<file path="config.mk">
export PLATFORM = sky130hd
export DESIGN_NAME = signal_split_capacity_optimizer_core
export DESIGN_NICKNAME = d
export VERILOG_FILES = /design/src/ssco_pkg.sv /design/src/signal_split_capacity_optimizer_core.sv /design/src/ssco_cfg_regs.sv /design/src/ssco_ratio_cmp.sv /design/src/ssco_div.sv
export SDC_FILE = /design/constraint.sdc
export NUM_CORES = 1
export LEC_CHECK = 0
export ABC_AREA = 1
export BUFFER_PORTS_ARGS = -buffer_cell sky130_fd_sc_hd__buf_2
export CAP_MARGIN = 20
export CORE_ASPECT_RATIO = 0.5
export CORE_MARGIN = 2
export CORE_UTILIZATION = 35
export DETAILED_ROUTE_END_ITERATION = 8
export PLACE_DENSITY = 0.61
export SLEW_MARGIN = 20
export SYNTH_ARGS = -nofsm -noshare
export SYNTH_HDL_FRONTEND = slang
export SYNTH_SLANG_ARGS = --single-unit
</file>
<file path="constraint.sdc">
create_clock -name clk_i -period 17.57 [get_ports clk_i]
set_input_delay 3.514 -clock clk_i [delete_from_list [all_inputs] [get_ports clk_i]]
set_output_delay 3.514 -clock clk_i [all_outputs]
set_load 0.05 [all_outputs]
</file>
<file path="src/ssco_pkg.sv">
// ----------------------------------------------------------------------------
// ssco_pkg: shared types and constants of the green split optimizer
//
// Field widths, register map, the configuration bundle and the ratio form
// used to compare capacities exactly.
// ----------------------------------------------------------------------------
package ssco_pkg;

  localparam int unsigned FLOW_BITS = 10;
  localparam int unsigned TIME_BITS = 8;
  localparam int unsigned FRAC_BITS = 16;
  localparam int unsigned INT_BITS  = 8;
  localparam int unsigned CAP_BITS  = INT_BITS + FRAC_BITS;
  localparam int unsigned SAT_BITS  = 10;
  localparam int unsigned YEL_BITS  = 4;

  localparam int unsigned NUM_W  = SAT_BITS + TIME_BITS;
  localparam int unsigned DEN_W  = FLOW_BITS + TIME_BITS;
  localparam int unsigned PROD_W = FLOW_BITS + TIME_BITS;

  localparam int unsigned ADDR_W = 5;
  localparam int unsigned DATA_W = 32;

  localparam logic [TIME_BITS-1:0] CYCLE_RST   = TIME_BITS'(90);
  localparam logic [YEL_BITS-1:0]  YELLOW_RST  = YEL_BITS'(4);
  localparam logic [SAT_BITS-1:0]  SAT_RST     = SAT_BITS'(120);
  localparam logic [TIME_BITS-1:0] GMIN_RST    = TIME_BITS'(4);
  localparam logic [TIME_BITS-1:0] GMAX_RST    = TIME_BITS'(78);
  localparam logic [TIME_BITS-1:0] BALANCE_RST = TIME_BITS'(41);

  typedef enum logic [2:0] {
    REG_CYCLE   = 3'd0,
    REG_YELLOW  = 3'd1,
    REG_SAT     = 3'd2,
    REG_GMIN    = 3'd3,
    REG_GMAX    = 3'd4,
    REG_BALANCE = 3'd5
  } reg_idx_e;

  typedef struct packed {
    logic [TIME_BITS-1:0] cycle_length;
    logic [YEL_BITS-1:0]  yellow_time;
    logic [SAT_BITS-1:0]  saturation_flow;
    logic [TIME_BITS-1:0] green_min;
    logic [TIME_BITS-1:0] green_max;
    logic [TIME_BITS-1:0] balanced_green;
  } cfg_t;

  // Capacity saturation_flow * t / (f * cycle), or unbounded.
  typedef struct packed {
    logic                 unb;
    logic [TIME_BITS-1:0] t;
    logic [FLOW_BITS-1:0] f;
  } ratio_t;

endpackage

</file>
<file path="src/signal_split_capacity_optimizer_core.sv">
// ----------------------------------------------------------------------------
// signal_split_capacity_optimizer_core: green split optimizer top level
//
// Searches vertical green times for the largest minimum approach capacity.
// ----------------------------------------------------------------------------
// One word of four flow counts is taken while the block is idle, and one
// result word follows. The search visits each green time in the range
// green_min..green_max through the states S_MIN and S_BEST on the shared
// exact comparator, then the bit-serial divider converts first the best and
// then the balanced capacity. A finished word waits in the output register
// while the next item is already taken.
module signal_split_capacity_optimizer_core (
  input  logic                            clk_i,
  input  logic                            rst_ni,
  input  logic                            psel,
  input  logic                            penable,
  input  logic                            pwrite,
  input  logic [ssco_pkg::ADDR_W-1:0]     paddr,
  input  logic [ssco_pkg::DATA_W-1:0]     pwdata,
  output logic [ssco_pkg::DATA_W-1:0]     prdata,
  output logic                            pready,
  input  logic                            in_valid_i,
  output logic                            in_stall_o,
  input  logic [ssco_pkg::FLOW_BITS-1:0]  flow_north_i,
  input  logic [ssco_pkg::FLOW_BITS-1:0]  flow_east_i,
  input  logic [ssco_pkg::FLOW_BITS-1:0]  flow_south_i,
  input  logic [ssco_pkg::FLOW_BITS-1:0]  flow_west_i,
  output logic                            out_valid_o,
  input  logic                            out_stall_i,
  output logic [ssco_pkg::TIME_BITS-1:0]  best_vertical_green_o,
  output logic [ssco_pkg::TIME_BITS-1:0]  best_horizontal_green_o,
  output logic [ssco_pkg::CAP_BITS-1:0]   best_capacity_o,
  output logic [ssco_pkg::CAP_BITS-1:0]   balanced_capacity_o,
  output logic                            best_unbounded_o,
  output logic                            balanced_unbounded_o
);

  typedef enum logic [8:0] {
    S_IDLE      = 9'b000000001,
    S_BAL       = 9'b000000010,
    S_MIN       = 9'b000000100,
    S_BEST      = 9'b000001000,
    S_DIVB_GO   = 9'b000010000,
    S_DIVB_WAIT = 9'b000100000,
    S_DIVA_GO   = 9'b001000000,
    S_DIVA_WAIT = 9'b010000000,
    S_DONE      = 9'b100000000
  } state_e;

  function automatic logic [ssco_pkg::TIME_BITS-1:0] horiz_green(
    input logic [ssco_pkg::TIME_BITS-1:0] g,
    input logic [ssco_pkg::TIME_BITS-1:0] c,
    input logic [ssco_pkg::YEL_BITS-1:0]  y
  );
    logic [ssco_pkg::TIME_BITS:0] used;
    used = {1'b0, g} + ((ssco_pkg::TIME_BITS + 1)'(y) << 1);
    if ({1'b0, c} > used) begin
      return ssco_pkg::TIME_BITS'({1'b0, c} - used);
    end
    return '0;
  endfunction

  ssco_pkg::cfg_t                 cfg;
  state_e                         state_q, state_d;
  logic                           out_valid_q;

  logic [ssco_pkg::FLOW_BITS-1:0] fv_q, fh_q;
  logic [ssco_pkg::TIME_BITS-1:0] g_q, best_g_q;
  ssco_pkg::ratio_t               best_q, bal_q, cand_q;
  logic [ssco_pkg::CAP_BITS-1:0]  cap_best_q;
  logic [ssco_pkg::CAP_BITS-1:0]  cap_bal_q;

  logic [ssco_pkg::TIME_BITS-1:0] bvg_q, bhg_q;
  logic [ssco_pkg::CAP_BITS-1:0]  bcap_q, acap_q;
  logic                           bunb_q, aunb_q;

  logic                           accept;
  logic                           load_out;
  logic                           empty_range;
  logic                           sat_nz;
  logic [ssco_pkg::TIME_BITS-1:0] sel_g;
  logic [ssco_pkg::TIME_BITS-1:0] cycle_eff;
  ssco_pkg::ratio_t               v_r, h_r, cmp_a, cmp_b, min_r, div_r;
  logic                           gt;
  logic                           div_start, div_done;
  logic [ssco_pkg::CAP_BITS-1:0]  div_quot;

  ssco_cfg_regs u_cfg (
    .clk_i   (clk_i),
    .rst_ni  (rst_ni),
    .psel    (psel),
    .penable (penable),
    .pwrite  (pwrite),
    .paddr   (paddr),
    .pwdata  (pwdata),
    .prdata  (prdata),
    .pready  (pready),
    .cfg_o   (cfg)
  );

  assign in_stall_o  = state_q != S_IDLE;
  assign accept      = in_valid_i && !in_stall_o;
  assign load_out    = state_q == S_DONE && (!out_valid_q || !out_stall_i);
  assign empty_range = cfg.green_min > cfg.green_max;
  assign sat_nz      = cfg.saturation_flow != '0;
  assign cycle_eff   = (cfg.cycle_length == '0) ? ssco_pkg::TIME_BITS'(1)
                                                : cfg.cycle_length;

  assign sel_g   = (state_q == S_BAL) ? cfg.balanced_green : g_q;
  assign v_r.unb = fv_q == '0;
  assign v_r.t   = sel_g;
  assign v_r.f   = fv_q;
  assign h_r.unb = fh_q == '0;
  assign h_r.t   = horiz_green(sel_g, cfg.cycle_length, cfg.yellow_time);
  assign h_r.f   = fh_q;

  assign cmp_a = (state_q == S_BEST) ? cand_q : v_r;
  assign cmp_b = (state_q == S_BEST) ? best_q : h_r;
  assign min_r = gt ? h_r : v_r;

  ssco_ratio_cmp u_cmp (
    .a_i      (cmp_a),
    .b_i      (cmp_b),
    .sat_nz_i (sat_nz),
    .gt_o     (gt)
  );

  assign div_start = state_q == S_DIVB_GO || state_q == S_DIVA_GO;
  assign div_r     = (state_q == S_DIVA_GO) ? bal_q : best_q;

  ssco_div u_div (
    .clk_i   (clk_i),
    .rst_ni  (rst_ni),
    .start_i (div_start),
    .sat_i   (cfg.saturation_flow),
    .cycle_i (cycle_eff),
    .t_i     (div_r.t),
    .f_i     (div_r.f),
    .done_o  (div_done),
    .quot_o  (div_quot)
  );

  always_comb begin
    state_d = state_q;
    unique case (state_q)
      S_IDLE:      if (accept) state_d = S_BAL;
      S_BAL:       state_d = empty_range ? S_DIVB_GO : S_MIN;
      S_MIN:       state_d = S_BEST;
      S_BEST:      state_d = (g_q == cfg.green_max) ? S_DIVB_GO : S_MIN;
      S_DIVB_GO:   state_d = S_DIVB_WAIT;
      S_DIVB_WAIT: if (div_done) state_d = S_DIVA_GO;
      S_DIVA_GO:   state_d = S_DIVA_WAIT;
      S_DIVA_WAIT: if (div_done) state_d = S_DONE;
      S_DONE:      if (load_out) state_d = S_IDLE;
      default:     state_d = S_IDLE;
    endcase
  end

  always_ff @(posedge clk_i or negedge rst_ni) begin
    if (!rst_ni) begin
      state_q     <= S_IDLE;
      out_valid_q <= 1'b0;
    end else begin
      state_q <= state_d;
      if (load_out) begin
        out_valid_q <= 1'b1;
      end else if (!out_stall_i) begin
        out_valid_q <= 1'b0;
      end
    end
  end

  always_ff @(posedge clk_i) begin
    if (accept) begin
      fv_q       <= (flow_north_i > flow_south_i) ? flow_north_i : flow_south_i;
      fh_q       <= (flow_east_i > flow_west_i) ? flow_east_i : flow_west_i;
      best_q.unb <= 1'b0;
      best_q.t   <= '0;
      best_q.f   <= ssco_pkg::FLOW_BITS'(1);
      best_g_q   <= '0;
    end
    if (state_q == S_BAL) begin
      bal_q <= min_r;
      g_q   <= cfg.green_min;
    end
    if (state_q == S_MIN) begin
      cand_q <= min_r;
    end
    if (state_q == S_BEST) begin
      if (gt) begin
        best_q   <= cand_q;
        best_g_q <= g_q;
      end
      g_q <= g_q + ssco_pkg::TIME_BITS'(1);
    end
    if (state_q == S_DIVB_WAIT && div_done) begin
      cap_best_q <= best_q.unb ? '1 : div_quot;
    end
    if (state_q == S_DIVA_WAIT && div_done) begin
      cap_bal_q <= bal_q.unb ? '1 : div_quot;
    end
    if (load_out) begin
      bvg_q  <= best_g_q;
      bhg_q  <= horiz_green(best_g_q, cfg.cycle_length, cfg.yellow_time);
      bcap_q <= cap_best_q;
      acap_q <= cap_bal_q;
      bunb_q <= best_q.unb;
      aunb_q <= bal_q.unb;
    end
  end

  assign out_valid_o             = out_valid_q;
  assign best_vertical_green_o   = bvg_q;
  assign best_horizontal_green_o = bhg_q;
  assign best_capacity_o         = bcap_q;
  assign balanced_capacity_o     = acap_q;
  assign best_unbounded_o        = bunb_q;
  assign balanced_unbounded_o    = aunb_q;

  a_out_from_done: assert property (@(posedge clk_i) disable iff (!rst_ni)
    $rose(out_valid_q) |-> $past(state_q == S_DONE))
    else $error("result word raised outside the completion state");

  a_div_done_waited: assert property (@(posedge clk_i) disable iff (!rst_ni)
    div_done |-> (state_q == S_DIVB_WAIT || state_q == S_DIVA_WAIT))
    else $error("divider finished while nobody was waiting for it");

  a_best_in_range: assert property (@(posedge clk_i) disable iff (!rst_ni)
    state_q == S_DIVB_GO |->
      (best_g_q == '0 ||
       (best_g_q >= cfg.green_min && best_g_q <= cfg.green_max)))
    else $error("chosen green lies outside the searched range");

  a_unb_only_no_flow: assert property (@(posedge clk_i) disable iff (!rst_ni)
    (state_q != S_IDLE && best_q.unb) |-> (fv_q == '0 && fh_q == '0))
    else $error("unbounded best capacity with a nonzero flow");

endmodule

</file>
<file path="src/ssco_cfg_regs.sv">
// ----------------------------------------------------------------------------
// ssco_cfg_regs: configuration register file
//
// APB-style slave holding the six timing and flow registers.
// ----------------------------------------------------------------------------
module ssco_cfg_regs (
  input  logic                         clk_i,
  input  logic                         rst_ni,
  input  logic                         psel,
  input  logic                         penable,
  input  logic                         pwrite,
  input  logic [ssco_pkg::ADDR_W-1:0]  paddr,
  input  logic [ssco_pkg::DATA_W-1:0]  pwdata,
  output logic [ssco_pkg::DATA_W-1:0]  prdata,
  output logic                         pready,
  output ssco_pkg::cfg_t               cfg_o
);

  ssco_pkg::cfg_t     cfg_q;
  ssco_pkg::reg_idx_e idx;
  logic               wr_en;

  assign idx    = ssco_pkg::reg_idx_e'(paddr[ssco_pkg::ADDR_W-1:2]);
  assign wr_en  = psel && penable && pwrite;
  assign pready = 1'b1;
  assign cfg_o  = cfg_q;

  always_ff @(posedge clk_i or negedge rst_ni) begin
    if (!rst_ni) begin
      cfg_q.cycle_length    <= ssco_pkg::CYCLE_RST;
      cfg_q.yellow_time     <= ssco_pkg::YELLOW_RST;
      cfg_q.saturation_flow <= ssco_pkg::SAT_RST;
      cfg_q.green_min       <= ssco_pkg::GMIN_RST;
      cfg_q.green_max       <= ssco_pkg::GMAX_RST;
      cfg_q.balanced_green  <= ssco_pkg::BALANCE_RST;
    end else if (wr_en) begin
      unique case (idx)
        ssco_pkg::REG_CYCLE: begin
          cfg_q.cycle_length <= pwdata[ssco_pkg::TIME_BITS-1:0];
        end
        ssco_pkg::REG_YELLOW: begin
          cfg_q.yellow_time <= pwdata[ssco_pkg::YEL_BITS-1:0];
        end
        ssco_pkg::REG_SAT: begin
          cfg_q.saturation_flow <= pwdata[ssco_pkg::SAT_BITS-1:0];
        end
        ssco_pkg::REG_GMIN: begin
          cfg_q.green_min <= pwdata[ssco_pkg::TIME_BITS-1:0];
        end
        ssco_pkg::REG_GMAX: begin
          cfg_q.green_max <= pwdata[ssco_pkg::TIME_BITS-1:0];
        end
        ssco_pkg::REG_BALANCE: begin
          cfg_q.balanced_green <= pwdata[ssco_pkg::TIME_BITS-1:0];
        end
        default: begin
        end
      endcase
    end
  end

  always_comb begin
    prdata = '0;
    unique case (idx)
      ssco_pkg::REG_CYCLE:   prdata = ssco_pkg::DATA_W'(cfg_q.cycle_length);
      ssco_pkg::REG_YELLOW:  prdata = ssco_pkg::DATA_W'(cfg_q.yellow_time);
      ssco_pkg::REG_SAT:     prdata = ssco_pkg::DATA_W'(cfg_q.saturation_flow);
      ssco_pkg::REG_GMIN:    prdata = ssco_pkg::DATA_W'(cfg_q.green_min);
      ssco_pkg::REG_GMAX:    prdata = ssco_pkg::DATA_W'(cfg_q.green_max);
      ssco_pkg::REG_BALANCE: prdata = ssco_pkg::DATA_W'(cfg_q.balanced_green);
      default:               prdata = '0;
    endcase
  end

endmodule

</file>
<file path="src/ssco_ratio_cmp.sv">
// ----------------------------------------------------------------------------
// ssco_ratio_cmp: shared exact capacity comparator
//
// Tells whether capacity a is strictly greater than capacity b by cross
// multiplication; saturation flow and cycle length cancel on both sides.
// ----------------------------------------------------------------------------
module ssco_ratio_cmp (
  input  ssco_pkg::ratio_t a_i,
  input  ssco_pkg::ratio_t b_i,
  input  logic             sat_nz_i,
  output logic             gt_o
);

  logic [ssco_pkg::PROD_W-1:0] lhs;
  logic [ssco_pkg::PROD_W-1:0] rhs;

  assign lhs = ssco_pkg::PROD_W'(a_i.t) * ssco_pkg::PROD_W'(b_i.f);
  assign rhs = ssco_pkg::PROD_W'(b_i.t) * ssco_pkg::PROD_W'(a_i.f);

  always_comb begin
    if (b_i.unb) begin
      gt_o = 1'b0;
    end else if (a_i.unb) begin
      gt_o = 1'b1;
    end else begin
      gt_o = sat_nz_i && (lhs > rhs);
    end
  end

endmodule

</file>
<file path="src/ssco_div.sv">
// ----------------------------------------------------------------------------
// ssco_div: iterative capacity divider
//
// Forms saturation_flow * t and f * cycle, then produces the truncated
// unsigned fixed point quotient one bit per cycle, saturating at all ones.
// ----------------------------------------------------------------------------
module ssco_div (
  input  logic                            clk_i,
  input  logic                            rst_ni,
  input  logic                            start_i,
  input  logic [ssco_pkg::SAT_BITS-1:0]   sat_i,
  input  logic [ssco_pkg::TIME_BITS-1:0]  cycle_i,
  input  logic [ssco_pkg::TIME_BITS-1:0]  t_i,
  input  logic [ssco_pkg::FLOW_BITS-1:0]  f_i,
  output logic                            done_o,
  output logic [ssco_pkg::CAP_BITS-1:0]   quot_o
);

  localparam int unsigned CNT_W = $clog2(ssco_pkg::CAP_BITS);
  localparam int unsigned OVF_W = ssco_pkg::DEN_W + ssco_pkg::INT_BITS;

  typedef enum logic [2:0] {
    DIV_IDLE  = 3'b001,
    DIV_CHECK = 3'b010,
    DIV_RUN   = 3'b100
  } div_state_e;

  div_state_e                    state_q, state_d;
  logic [CNT_W-1:0]              cnt_q;
  logic                          done_q;
  logic [ssco_pkg::NUM_W-1:0]    num_q;
  logic [ssco_pkg::DEN_W-1:0]    den_q;
  logic [ssco_pkg::DEN_W-1:0]    rem_q;
  logic [ssco_pkg::CAP_BITS-1:0] sh_q;
  logic [ssco_pkg::CAP_BITS-1:0] quot_q;

  logic                          ovf;
  logic [ssco_pkg::DEN_W:0]      trial;
  logic                          ge;
  logic [ssco_pkg::DEN_W-1:0]    rem_d;
  logic                          last;

  assign ovf   = OVF_W'(num_q) >= {den_q, {ssco_pkg::INT_BITS{1'b0}}};
  assign trial = {rem_q, sh_q[ssco_pkg::CAP_BITS-1]};
  assign ge    = trial >= {1'b0, den_q};
  assign rem_d = ge ? ssco_pkg::DEN_W'(trial - {1'b0, den_q})
                    : ssco_pkg::DEN_W'(trial);
  assign last  = cnt_q == CNT_W'(ssco_pkg::CAP_BITS - 1);

  always_comb begin
    state_d = state_q;
    unique case (state_q)
      DIV_IDLE:  if (start_i) state_d = DIV_CHECK;
      DIV_CHECK: state_d = ovf ? DIV_IDLE : DIV_RUN;
      DIV_RUN:   if (last) state_d = DIV_IDLE;
      default:   state_d = DIV_IDLE;
    endcase
  end

  always_ff @(posedge clk_i or negedge rst_ni) begin
    if (!rst_ni) begin
      state_q <= DIV_IDLE;
      done_q  <= 1'b0;
      cnt_q   <= '0;
    end else begin
      state_q <= state_d;
      done_q  <= (state_q == DIV_CHECK && ovf) || (state_q == DIV_RUN && last);
      if (state_q == DIV_RUN) begin
        cnt_q <= cnt_q + CNT_W'(1);
      end else begin
        cnt_q <= '0;
      end
    end
  end

  always_ff @(posedge clk_i) begin
    if (state_q == DIV_IDLE && start_i) begin
      num_q <= ssco_pkg::NUM_W'(sat_i) * ssco_pkg::NUM_W'(t_i);
      den_q <= ssco_pkg::DEN_W'(f_i) * ssco_pkg::DEN_W'(cycle_i);
    end
    if (state_q == DIV_CHECK) begin
      rem_q <= ssco_pkg::DEN_W'(num_q >> ssco_pkg::INT_BITS);
      sh_q  <= {num_q[ssco_pkg::INT_BITS-1:0], {ssco_pkg::FRAC_BITS{1'b0}}};
      if (ovf) begin
        quot_q <= '1;
      end
    end
    if (state_q == DIV_RUN) begin
      rem_q <= rem_d;
      sh_q  <= {sh_q[ssco_pkg::CAP_BITS-2:0], ge};
      if (last) begin
        quot_q <= {sh_q[ssco_pkg::CAP_BITS-2:0], ge};
      end
    end
  end

  assign done_o = done_q;
  assign quot_o = quot_q;

  a_rem_below_divisor: assert property (@(posedge clk_i) disable iff (!rst_ni)
    state_q == DIV_RUN |-> rem_q < den_q)
    else $error("partial remainder not below divisor");

endmodule
</file>
==> results of run 1 <==
==> state kept, by name (all words and copies together), names as in the netlist, 10 cells and up <==
signal,count
u_div.sh_q,24
cand_q,19
fv_q,10
best_capacity_o,24
u_div.rem_q,18
cap_bal_q,24
u_div.num_q,18
u_cfg.cfg_o,46
cap_best_q,24
fh_q,10
u_div.quot_o,24
balanced_capacity_o,24
u_div.den_q,18
bal_q,19
best_q,19
==> layout make-up <==
cell class | instances | share of cell area [%]
Clock buffer | 54 | 3.433
Clock inverter | 22 | 0.7651
Inverter | 596 | 7.015
Multi-Input combinational cell | 2273 | 49.31
Sequential cell | 374 | 32.67
Tap cell | 1102 | 4.324
Timing Repair Buffer | 151 | 2.480
==> layer usage <==
layer	vias up	part of all wire (%)	global-route usage [%]
met2	455	48	30.11
met1	10620	44	21.92
li1	10820	-	-
met3	133	3.6	1.978
met4	2	3.7	6.473
met5	-	0.015	0
==> cell families (layout without fill, tap and decap cells) <==
group / Yosys count / after routing / synth area share [%]
flip-flops: 374 / 374 / 36.23
adder cells (fa/ha/maj): 449 / 449 / 24.68
AO/OA/AOI/OAI: 355 / 355 / 6.957
other: 2 / 23 / 0.02611
buffers and inverters: 682 / 823 / 9.480
AND/OR/NAND/NOR: 1359 / 1359 / 19.98
XOR/XNOR: 87 / 87 / 2.650
==> critical path: cells and delay by family, from the launching register on <==
kind / cells / cell delay [ps]
AND/OR/NAND/NOR: 20 / 3940
adder cells (fa/ha/maj): 9 / 3760
buffers and inverters: 3 / 160
AO/OA/AOI/OAI: 7 / 1580
flip-flops: 1 / 430
XOR/XNOR: 3 / 440
==> worst max-delay path by stage <==
| stage | start | endpoint | slack (ps) | cells after the start |
|---|---|---|---|---|
| after floorplan | paddr[4] | prdata[8] | 9100 | 4 |
| after global placement | state_q[7] | bal_q[7] | 7280 | 42 |
| after detailed placement | state_q[7] | bal_q[7] | 7160 | 42 |
| after CTS | state_q[7] | bal_q[7] | 7110 | 42 |
| after global routing | state_q[7] | bal_q[7] | 6330 | 43 |
| final | state_q[7] | bal_q[7] | 7010 | 42 |
==> Yosys cell counts (5+ instances only) <==
library cell and n:
nand2_1 617, inv_1 582, nor2_1 436, edfxtp_1 258, ha_1 252, fa_1 197, nand3_1 172, o21ai_0 140
a21oi_1 118, xor2_1 55, dfxtp_1 51, dfrtp_1 46, nand4_1 36, buf_4 32, xnor2_1 32, clkbuf_1 30
nor3_1 27, o21ai_1 25, buf_2 19, dfstp_2 19, nand3b_1 13, or2_2 13, inv_2 12, nand2_2 12
nor2_2 8, nor4_1 8, o21ai_2 8, o22ai_1 8, o21a_1 7, a21o_1 6, a21boi_0 5, nand2_4 5
o211ai_1 5, o21bai_1 5, o31ai_1 5
==> per-stage QoR <==
stage / utilization, % / setup slack [ps]
final: 39.14 / 7012
after CTS: 39.14 / 7108
after global routing: 39.14 / 6330
after floorplan: - / 9100
after detailed placement: 37.50 / 7161
after global placement: 37.50 / 7277
==> summary.md, run 1 <==
| Metric | Value |
|---|---|
| Slowest CP cell | `nor2_8` |
| Synth warn | `0` |
| Slew Limit Fails | `0` |
| Largest net degree at the start of global routing | `66` |
| CTS Buf Count | `just over 40` |
| Vias in the first global route | `~22k` |
| Synth Flop Type | `edfxtp_1` |
| Mapped Cells | `3308` |
| Die span in y | `206.7 µm` |
| Layout Area Growth over Synthesis | `10.89%` |
| Post-CTS setup buffer count | `0` |
| Detail Placement HPWL | `approximately 57 mm` |
| Final net count | `3970` |
| Clk pin slew, worst setup/hold paths | `around 60 ps` |
| Die area | `~85000 µm²` |
| Starting Density | `35.30%` |
| Synth area leader | `edfxtp_1` |
| Reg-to-reg setup timing slack | `roughly 7000 ps` |
| DRT antenna net count | `0` |
| Clock latency on the worst-skew pair | `around 570 ps` |
| Detail-routed via count per cell | `just under 5` |
| Hold Path Class | `reg2reg` |
| Final setup TNS | `0 ps` |
| Count of cell types in the netlist | `56` |
| CP Data Required Time | `17920 ps` |
| Min Tclk post-route | `10560 ps` |
| Startpoint types | `flip-flop` |
| Synth async-reset ratio | `approximately 17%` |
| Final Cell Area | `31890 µm²` |
| Drt initial violations | `1441` |
| Final Non-Filler Cells | `around 4.6k` |
| Measured slew at the worst slew-check pin | `approximately 1100 ps` |
| DP Cell Count | `4496` |
| Commonest cells after routing, fill and taps aside | `617 x nand2_1, 582 x inv_1, 432 x nor2_1` |
| Drt first pass iters | `5` |
| Gates resized, CTS repair | `0` |
| Worst Min Path Start | `cap_bal_q[17]` |
| Arrival @ worst endpoint | `approximately 11000 ps` |
| CTS tree | `built` |
| Peak Freq | `roughly 0.095 GHz` |
| Clock skew | `between 10 and 15 ps` |
| Gpl congestion | `0.9064` |
| Cell repeated most along the worst path | `fa_1` |
| Worst r2r path cells | `42` |
| Max Cap Violations | `0` |
| Syn avg cell area | `just under 9 µm²` |
| Max H-tree Level | `2` |
| Most common cell after layout, fill and taps aside | `nand2_1` |
| RSZ-0062 raised after global routing | `false` |
| Mapped cell area | `28760 µm²` |
| # IOs | `~190` |
| Via count | `between 20k and 25k` |
| Hold path cells | `0` |
| Sequential cell area fraction in the yosys report | `36.23%` |
| Post-synth EDFFs | `between 200 and 300` |
| Worst r2r src | `state_q[7]` |
| Share of layout cells above drive strength 1 | `roughly 8.9%` |
| Clock Sinks | `about 370` |
| Multi-input logic area | `15730 µm²` |
| Placement Cell Area | `about 31000 µm²` |
| GR Util All Layers | `17.17%` |
| Seq cells post-synth | `~370` |
| Inserted Diodes | `0` |
| Global-route wire length before repair | `roughly 120 mm` |
| Final period util | `60.09%` |
| Fillcell total | `between 8k and 9k` |
| Number of cell rows | `74` |
| Worst-path maximum fanout | `36` |
| Drt total wl | `roughly 72 mm` |
| DRC violations left | `0` |
| Storage cell area | `10420 µm²` |
| Core ar. | `81480 µm²` |
| Buffers from clock root to sink, at most | `3` |
| Endpoint class of the critical path | `flip-flop` |
| CTS root buf | `clkbuf_16` |
| Die width | `slightly above 400 µm` |
| Reg2reg end | `bal_q[7]` |
| Grt ovf | `0` |
| Status | `finished clean` |
| Max-slew headroom | `23.85%` |
| Synth top area share | `a little over a quarter` |
| Hold slack | `416.5 ps` |
| Slowest stage delay, CP | `between 500 and 600 ps` |
| # hold bufs at CTS | `0` |
| Hold Path Sink | `balanced_capacity_o[17]` |
| I/O Buffers | `137` |
| Largest cells by area after synthesis | `edfxtp_1 27%, fa_1 14%, ha_1 11%` |
| Crit path kind | `reg2reg` |
| Antenna violations before repair | `1` |
| Count of final setup violators | `0` |
| Routed wire per std cell | `roughly 16 µm` |
| Hold Fails Final Rpt | `0` |
Power of run 1 is left out: the tool's default activity adds up to more than one toggle a clock period on the data nets, which glitch-free logic cannot reach.
==> run 2, diff against run 1 <==
--- a/config.mk
+++ b/config.mk
@@ -5,7 +5,7 @@
 export SDC_FILE = /design/constraint.sdc
 export NUM_CORES = 1
 export LEC_CHECK = 0
-export ABC_AREA = 1
+export ABC_AREA = 0
 export BUFFER_PORTS_ARGS = -buffer_cell sky130_fd_sc_hd__buf_2
 export CAP_MARGIN = 20
 export CORE_ASPECT_RATIO = 0.5
==> constraint.sdc (replaced) <==
create_clock -name clk_i -period 10.1 [get_ports clk_i]
set_input_delay 2.02 -clock clk_i [delete_from_list [all_inputs] [get_ports clk_i]]
set_output_delay 2.02 -clock clk_i [all_outputs]
set_load 0.05 [all_outputs]
==> run 2 against run 1 <==
  * Count of clock-buffer cells in the layout grew 3
  * Non-clock buffer count grew 95
  * First-iteration DRC count shrank 6.1%
  * Die area grew 0.97%
  * Fmax grew 7.5%
  * Cell area grew 4.9%
  * Register-to-register slack lost 6700 ps
  * Critical path depth grew 9
  * Critical endpoint is now cand_q[12]
==> summary.md, run 2 <==
| Metric | Value |
|---|---|
| Post-synth EDFFs | `258 (unchanged)` |
| Top cells by count, synth | `369 x inv_1, 268 x nand2_1, 258 x edfxtp_1, 252 x ha_1, 197 x fa_1` |
| Placement Cell Area | `31380 µm² (+2.7%)` |
| GR Util All Layers | `16.67% (-0.49 points)` |
| Die width | `411.4 µm (+0.48%)` |
| Final Non-Filler Cells | `4169 (-8.8%)` |
| Switching Fraction | `approximately two fifths` |
| Final net count | `3568 (-10%)` |
| Inserted Diodes | `0 (unchanged)` |
| Sequential cell area fraction in the yosys report | `35.88% (-0.35 points)` |
| DRC violations left | `0 (unchanged)` |
| Seq cells post-synth | `374 (unchanged)` |
| Hold Path Class | `reg2reg` |
| Reg-to-reg setup timing slack | `280 ps (-6730 ps)` |
| Synth warn | `0 (unchanged)` |
| Mapped cell area | `29040 µm² (+0.98%)` |
| Final Cell Area | `33450 µm² (+4.9%)` |
| Core ar. | `81850 µm² (+0.45%)` |
| CTS tree | `built` |
| Detail Placement HPWL | `54.37 mm (-5.1%)` |
| Gpl congestion | `0.8561 (-5.5%)` |
| P_sw | `between 3 and 4 mW` |
| Leak pwr | `15.43 nW` |
| Number of cell rows | `74 (unchanged)` |
| Drt first pass iters | `5 (unchanged)` |
| Internal cell power | `roughly 5.0 mW` |
| Starting Density | `35.48% (+0.19 points)` |
| Buffers from clock root to sink, at most | `3 (unchanged)` |
| Syn avg cell area | `10.20 µm² (+17%)` |
| Largest net degree at the start of global routing | `78 (+18%)` |
| Hold Fails Final Rpt | `0 (unchanged)` |
| Status | `finished clean` |
| Clock skew | `23.41 ps (+8.719 ps)` |
| DP Cell Count | `4078 (-9.3%)` |
| CP top delay family | `adder cells` |
| CP Data Required Time | `10450 ps (-7470 ps)` |
| Synth Flop Type | `edfxtp_1` |
| Share of layout cells above drive strength 1 | `18.32% (+9.4 points)` |
| Mapped Cells | `2848 (-14%)` |
| Synth top area share | `26.68% (-0.26 points)` |
| Count of cell types in the netlist | `83 (+48%)` |
| Fillcell total | `7962 (-2.3%)` |
| Count leader, synth | `inv_1` |
| RSZ-0062 raised after global routing | `true` |
| Clock latency on the worst-skew pair | `550 ps (-20 ps)` |
| CTS root buf | `clkbuf_16` |
| Cell repeated most along the worst path | `inv_2` |
| Combinational share of power | `between 50% and 60%` |
| Via count | `20.83k (-5.4%)` |
| # IOs | `185 (unchanged)` |
| Synth area leader | `edfxtp_1` |
| CP endpoint | `cand_q[12]` |
| Largest cells by area after synthesis | `edfxtp_1 27%, fa_1 14%, ha_1 11%` |
| CTS Buf Count | `40 (-2.4%)` |
| CP Launch Point | `state_q[5]` |
| WP depth | `51 (+21%)` |
| Reg2reg end | `cand_q[12]` |
| Die area | `85440 µm² (+0.97%)` |
| Endpoint class of the critical path | `flip-flop` |
| Final core occ | `40.87% (+1.7 points)` |
| Worst r2r src | `state_q[5]` |
| Max H-tree Level | `2 (unchanged)` |
| Vias in the first global route | `21.28k (-3.8%)` |
| Multi-input logic area | `17290 µm² (+9.9%)` |
| Die span in y | `207.7 µm (+0.48%)` |
| Routed wire per std cell | `17.07 µm (+8.1%)` |
| Startpoint types | `flip-flop` |
| Clock Sinks | `374 (unchanged)` |
| Synth async-reset ratio | `17.38% (unchanged)` |
| Commonest cells after routing, fill and taps aside | `358 x inv_1, 265 x nand2_1, 258 x edfxtp_1` |
| Slowest CP cell | `fa_1` |
| Drt total wl | `71.15 mm (-1.5%)` |
| DRT antenna net count | `0 (unchanged)` |
| Max FFs per register | `46 (unchanged)` |
| Antenna violations before repair | `0 (-1)` |
| Arrival @ worst endpoint | `10170 ps (-730 ps)` |
| Clock share of power | `between 15 and 20%` |
| Final period util | `97.23% (+37 points)` |
| Clk pin slew, worst setup/hold paths | `70 ps (about the same)` |
| CP bufs+invs | `12 (+9)` |
| Drt initial violations | `1353 (-6.1%)` |
| Count of final setup violators | `0 (unchanged)` |
| Measured slew at the worst slew-check pin | `1054 ps (-79.28 ps)` |
| Peak Freq | `0.1018 GHz (+7.5%)` |
| Pwr dens | `247.5 nW/µm²` |
| Max Cap Violations | `0 (unchanged)` |
| Slowest stage delay, CP | `520 ps (-60 ps)` |
| Most common cell after layout, fill and taps aside | `inv_1` |
| Storage cell area | `10420 µm² (about the same)` |
| Worst-path maximum fanout | `7 (-81%)` |
| Layout Area Growth over Synthesis | `15.18%` |
| Slew Limit Fails | `0 (unchanged)` |
| Detail-routed via count per cell | `4.997 (+3.7%)` |
| Crit path kind | `reg2reg` |
| Peak supply drop | `~0.28 mV` |
| Global-route wire length before repair | `116.1 mm (-0.79%)` |
| Worst r2r path cells | `51 (+21%)` |
| I/O Buffers | `137 (unchanged)` |
| Max-slew headroom | `29.72% (+5.9 points)` |
| Grt ovf | `0 (unchanged)` |
| Part of the power in registers | `about a quarter` |
| Min Tclk post-route | `9820 ps (-738.6 ps)` |
==> run 2: changes by cell type after synthesis, moves of 62 or more <==
cell,change
inv_1,-213
mux2_2,+67
and2_1,+62
nor2b_1,+63
mux2i_1,+71
nand2_1,-349
nand3_1,-73
nor2_1,-322
==> run 2: timing repair <==
| item | CTS | global route |
|---|---|---|
| setup endpoints to repair | 64 | 64 |
| pin swaps | 12 | 73 |
| hold buffers | 0 | 0 |
| resized for setup | 26 | 121 |
| setup buffers | 9 | 8 |
| gates cloned | 1 | 0 |
==> run 2: cells by family (layout without fill, tap and decap cells) <==
kind of cell / after synthesis / after routing / share of synthesized area (%)
other cells: 2 / 23 / 0.02586
simple gates: 852 / 852 / 14.89
mux: 147 / 147 / 5.459
fa+ha+maj: 449 / 449 / 24.44
compound gates: 435 / 435 / 9.552
buf+inv: 491 / 689 / 6.811
flops: 374 / 374 / 35.88
xor+xnor: 98 / 98 / 2.956
==> run 2: metal layers <==
layer  GRT usage (%)  routed length [µm]  vias to the layer above
met5               0                   0                        -
met3           1.698                2556                       82
met1           22.44               32260                    10270
met4           4.168                1528                        0
li1                -                   -                    10070
met2           28.71               34800                      409
==> run 2: stage by stage <==
step                      setup TNS (ps)  setup slack [ps]  total power, mW  hold slack (ps)
final                                  0             280.1            8.279            413.5
after global routing               -2269            -102.0            9.101            417.6
after CTS                              0             8.768            8.191            416.6
after detailed placement          -12610            -322.1            6.591            404.5
after global placement             -5335            -185.9            6.489            402.5
after floorplan                        0             326.2            5.536            400.3
==> run 2: area by class of cell <==
type                       count  share of cell area [%]
clock buffer                  57                   3.426
tap                         1102                   4.122
multi-input combinational   2004                   51.68
clock inverter                17                  0.6359
sequential                   374                   31.15
timing repair buffer         246                   4.840
inverter                     369                   4.148
==> run 2: worst min-delay path by stage <==
stage	from	end	slack, ps	depth (start not counted)
final	cap_bal_q[9]	balanced_capacity_o[9]	410	0
after floorplan	cap_bal_q[0]	balanced_capacity_o[0]	400	0
after CTS	cap_best_q[2]	best_capacity_o[2]	420	0
after global placement	cap_best_q[18]	best_capacity_o[18]	400	0
after detailed placement	cap_best_q[16]	best_capacity_o[16]	400	0
after global routing	cap_bal_q[9]	balanced_capacity_o[9]	420	0
==> run 2: power by group through the flow <==
stage	registers (mW)	clock network [mW]	logic (mW)
after floorplan	1.98	0	3.56
after global placement	2.04	0	4.44
after detailed placement	2.04	0	4.55
after CTS	2.01	1.55	4.62
after global routing	2.02	1.61	5.47
final	2.02	1.52	4.75
No activity file was read; power rests on OpenSTA's default activity.
==> run 3, diff against run 2 <==
--- a/config.mk
+++ b/config.mk
@@ -8,11 +8,12 @@
 export ABC_AREA = 0
 export BUFFER_PORTS_ARGS = -buffer_cell sky130_fd_sc_hd__buf_2
 export CAP_MARGIN = 20
-export CORE_ASPECT_RATIO = 0.5
+export CORE_ASPECT_RATIO = 0.6
 export CORE_MARGIN = 2
 export CORE_UTILIZATION = 35
 export DETAILED_ROUTE_END_ITERATION = 8
 export PLACE_DENSITY = 0.61
+export SKIP_LAST_GASP = 1
 export SLEW_MARGIN = 20
 export SYNTH_ARGS = -nofsm -noshare
 export SYNTH_HDL_FRONTEND = slang
==> run 3 against run 2 <==
  * Clock skew rose by 25 ps
  * Worst hold slack improved by 6.1 ps
  * Wire length rose by 11%
  * Final cell count rose by 0.29%
==> summary.md, run 3 (same netlist as run 2, synthesis figures left out) <==
| Metric | Value |
|---|---|
| CTS root buf | `clkbuf_16` |
| Die span in y | `227.1 µm (+9.4%)` |
| Worst Min Path Start | `cap_bal_q[7]` |
| Peak supply drop | `0.2560 mV (-9.8%)` |
| DP Cell Count | `4091 (+0.32%)` |
| RSZ-0062 raised after global routing | `true` |
| CP Data Required Time | `10430 ps (-20 ps)` |
| Worst-path maximum fanout | `6 (-1)` |
| Clk pin slew, worst setup/hold paths | `60 ps (about the same)` |
| CTS tree | `built` |
| CTS Buf Count | `39 (-2.5%)` |
| Share of layout cells above drive strength 1 | `19.50% (+1.2 points)` |
| Global-route wire length before repair | `122.9 mm (+5.9%)` |
| Max FFs per register | `46 (unchanged)` |
| Pwr dens | `252.2 nW/µm² (+1.9%)` |
| # hold bufs at CTS | `0 (unchanged)` |
| Clock skew | `48.19 ps (+24.79 ps)` |
| Hold Path Sink | `balanced_capacity_o[7]` |
| Grt ovf | `0 (unchanged)` |
| Drt first pass iters | `5 (unchanged)` |
| Vias in the first global route | `20.90k (-1.8%)` |
| Final setup TNS | `0 ps (unchanged)` |
| Reg-to-reg setup timing slack | `130 ps (-150 ps)` |
| Largest net degree at the start of global routing | `67 (-14%)` |
| Die width | `375.9 µm (-8.6%)` |
| Leak pwr | `15.65 nW (+1.4%)` |
| Final Non-Filler Cells | `4181 (+0.29%)` |
| Core ar. | `81790 µm² (about the same)` |
| Detail Placement HPWL | `61.21 mm (+13%)` |
| DRT antenna net count | `0 (unchanged)` |
| Buffers from clock root to sink, at most | `3 (unchanged)` |
| Peak Freq | `0.1003 GHz (-1.5%)` |
| I/O Buffers | `137 (unchanged)` |
| GR Util All Layers | `18.60% (+1.9 points)` |
| Inserted Diodes | `0 (unchanged)` |
| Status | `finished clean` |
| Max-slew headroom | `29.39% (-0.33 points)` |
| Hold slack | `419.6 ps (+6.121 ps)` |
| Hold Fails Final Rpt | `0 (unchanged)` |
| Drt initial violations | `1850 (+37%)` |
| Routed wire per std cell | `18.93 µm (+11%)` |
| Number of cell rows | `81 (+9.5%)` |
| Drt total wl | `79.14 mm (+11%)` |
| # IOs | `185 (unchanged)` |
| DRC violations left | `0 (unchanged)` |
| Most common cell after layout, fill and taps aside | `inv_1` |
| Worst r2r src | `state_q[4]` |
| Antenna violations before repair | `6 (+6)` |
| Via count | `21.55k (+3.4%)` |
| Measured slew at the worst slew-check pin | `1048 ps (-6.176 ps)` |
| Hold path cells | `0 (unchanged)` |
| Count of final setup violators | `0 (unchanged)` |
| Startpoint types | `flip-flop` |
| Slew Limit Fails | `0 (unchanged)` |
| Layout Area Growth over Synthesis | `16.12%` |
| Crit path kind | `reg2reg` |
| Slowest CP cell | `fa_1` |
| Reg2reg end | `bal_q[0]` |
| Clock latency on the worst-skew pair | `600 ps (+50 ps)` |
| Arrival @ worst endpoint | `10300 ps (+130 ps)` |
| Max H-tree Level | `2 (unchanged)` |
| Gpl congestion | `0.9293 (+8.6%)` |
| Slowest stage delay, CP | `540 ps (+20 ps)` |
| Max Cap Violations | `0 (unchanged)` |
| Clock Sinks | `374 (unchanged)` |
| Final net count | `3604 (+1.0%)` |
| Die area | `85370 µm² (about the same)` |
| Min Tclk post-route | `9971 ps (+151.4 ps)` |
| Endpoint class of the critical path | `flip-flop` |
| Final period util | `98.73% (+1.5 points)` |
| Detail-routed via count per cell | `5.154 (+3.1%)` |
| Hold Path Class | `reg2reg` |
| Starting Density | `35.51% (about the same)` |
| Commonest cells after routing, fill and taps aside | `359 x inv_1, 264 x nand2_1, 258 x edfxtp_1` |
| Worst r2r path cells | `49 (-3.9%)` |
## run 3: worst max-delay path by stage
stage	from	endpoint	slack [ps]	cells after the start
floorplan	state_q[4]	bal_q[15]	330	48
global placement	state_q[5]	bal_q[8]	-470	44
detailed placement	state_q[5]	cand_q[0]	-640	44
CTS	state_q[5]	bal_q[5]	4	46
global route	state_q[4]	bal_q[15]	-230	46
finish	state_q[4]	bal_q[0]	130	49
## run 3: layout make-up
type / count / area (µm²)
clock buffers: 51 / 1071
clock inverters: 21 / 281.5
well taps: 1079 / 1350
flip-flops and latches: 374 / 10420
fillers: 7891 / 48060
inverters: 369 / 1388
repair buffers: 283 / 1912
multi-input cells: 2004 / 17300
## run 3: what timing repair did
item                       in CTS  in global routing
gates resized for setup        50                102
hold endpoints to repair        0                  0
setup endpoints to repair      64                 64
pin swaps                      24                 59
gates cloned                    1                  0
setup buffers                   8                  9
## run 3: stage by stage
step | util [%] | worst slack, ps | cell area [µm²] | power (mW)
global placement | 38.66 | -472.6 | 31620 | 6.650
CTS | 40.68 | 3.640 | 33270 | 8.401
global route | 41.23 | -226.3 | 33720 | 9.382
finish | 41.23 | 128.7 | 33720 | 8.505
floorplan | - | 326.2 | 29120 | 5.536
detailed placement | 38.66 | -636.2 | 31620 | 6.692
## run 3: layer usage
| metal | vias up | global-route usage [%] | share of wire [%] |
|---|---|---|---|
| li1 | 10160 | - | - |
| met1 | 10570 | 29.65 | 51 |
| met2 | 739 | 24.19 | 38 |
| met3 | 79 | 5.500 | 9.4 |
| met4 | 0 | 3.537 | 1.6 |
| met5 | - | 0 | 0 |
## run 3: where the power goes
group	switching, mW	internal [mW]	leakage (nW)	total (mW)
Combinational	2.68	2.28	11.3	4.97
Clock	0.658	0.870	0.659	1.53
Sequential	0.0925	1.92	3.66	2.01
Total	3.43	5.07	15.7	8.50
## run 3: critical path: cells and delay by family (launching register included)
family                   cells  cell delay [ps]
flip-flops                   1              420
multiplexers                 2              470
AND/OR/NAND/NOR             15             2580
adder cells (fa/ha/maj)      9             3250
XOR/XNOR                     1              150
AO/OA/AOI/OAI               13             1920
buffers and inverters        9              910
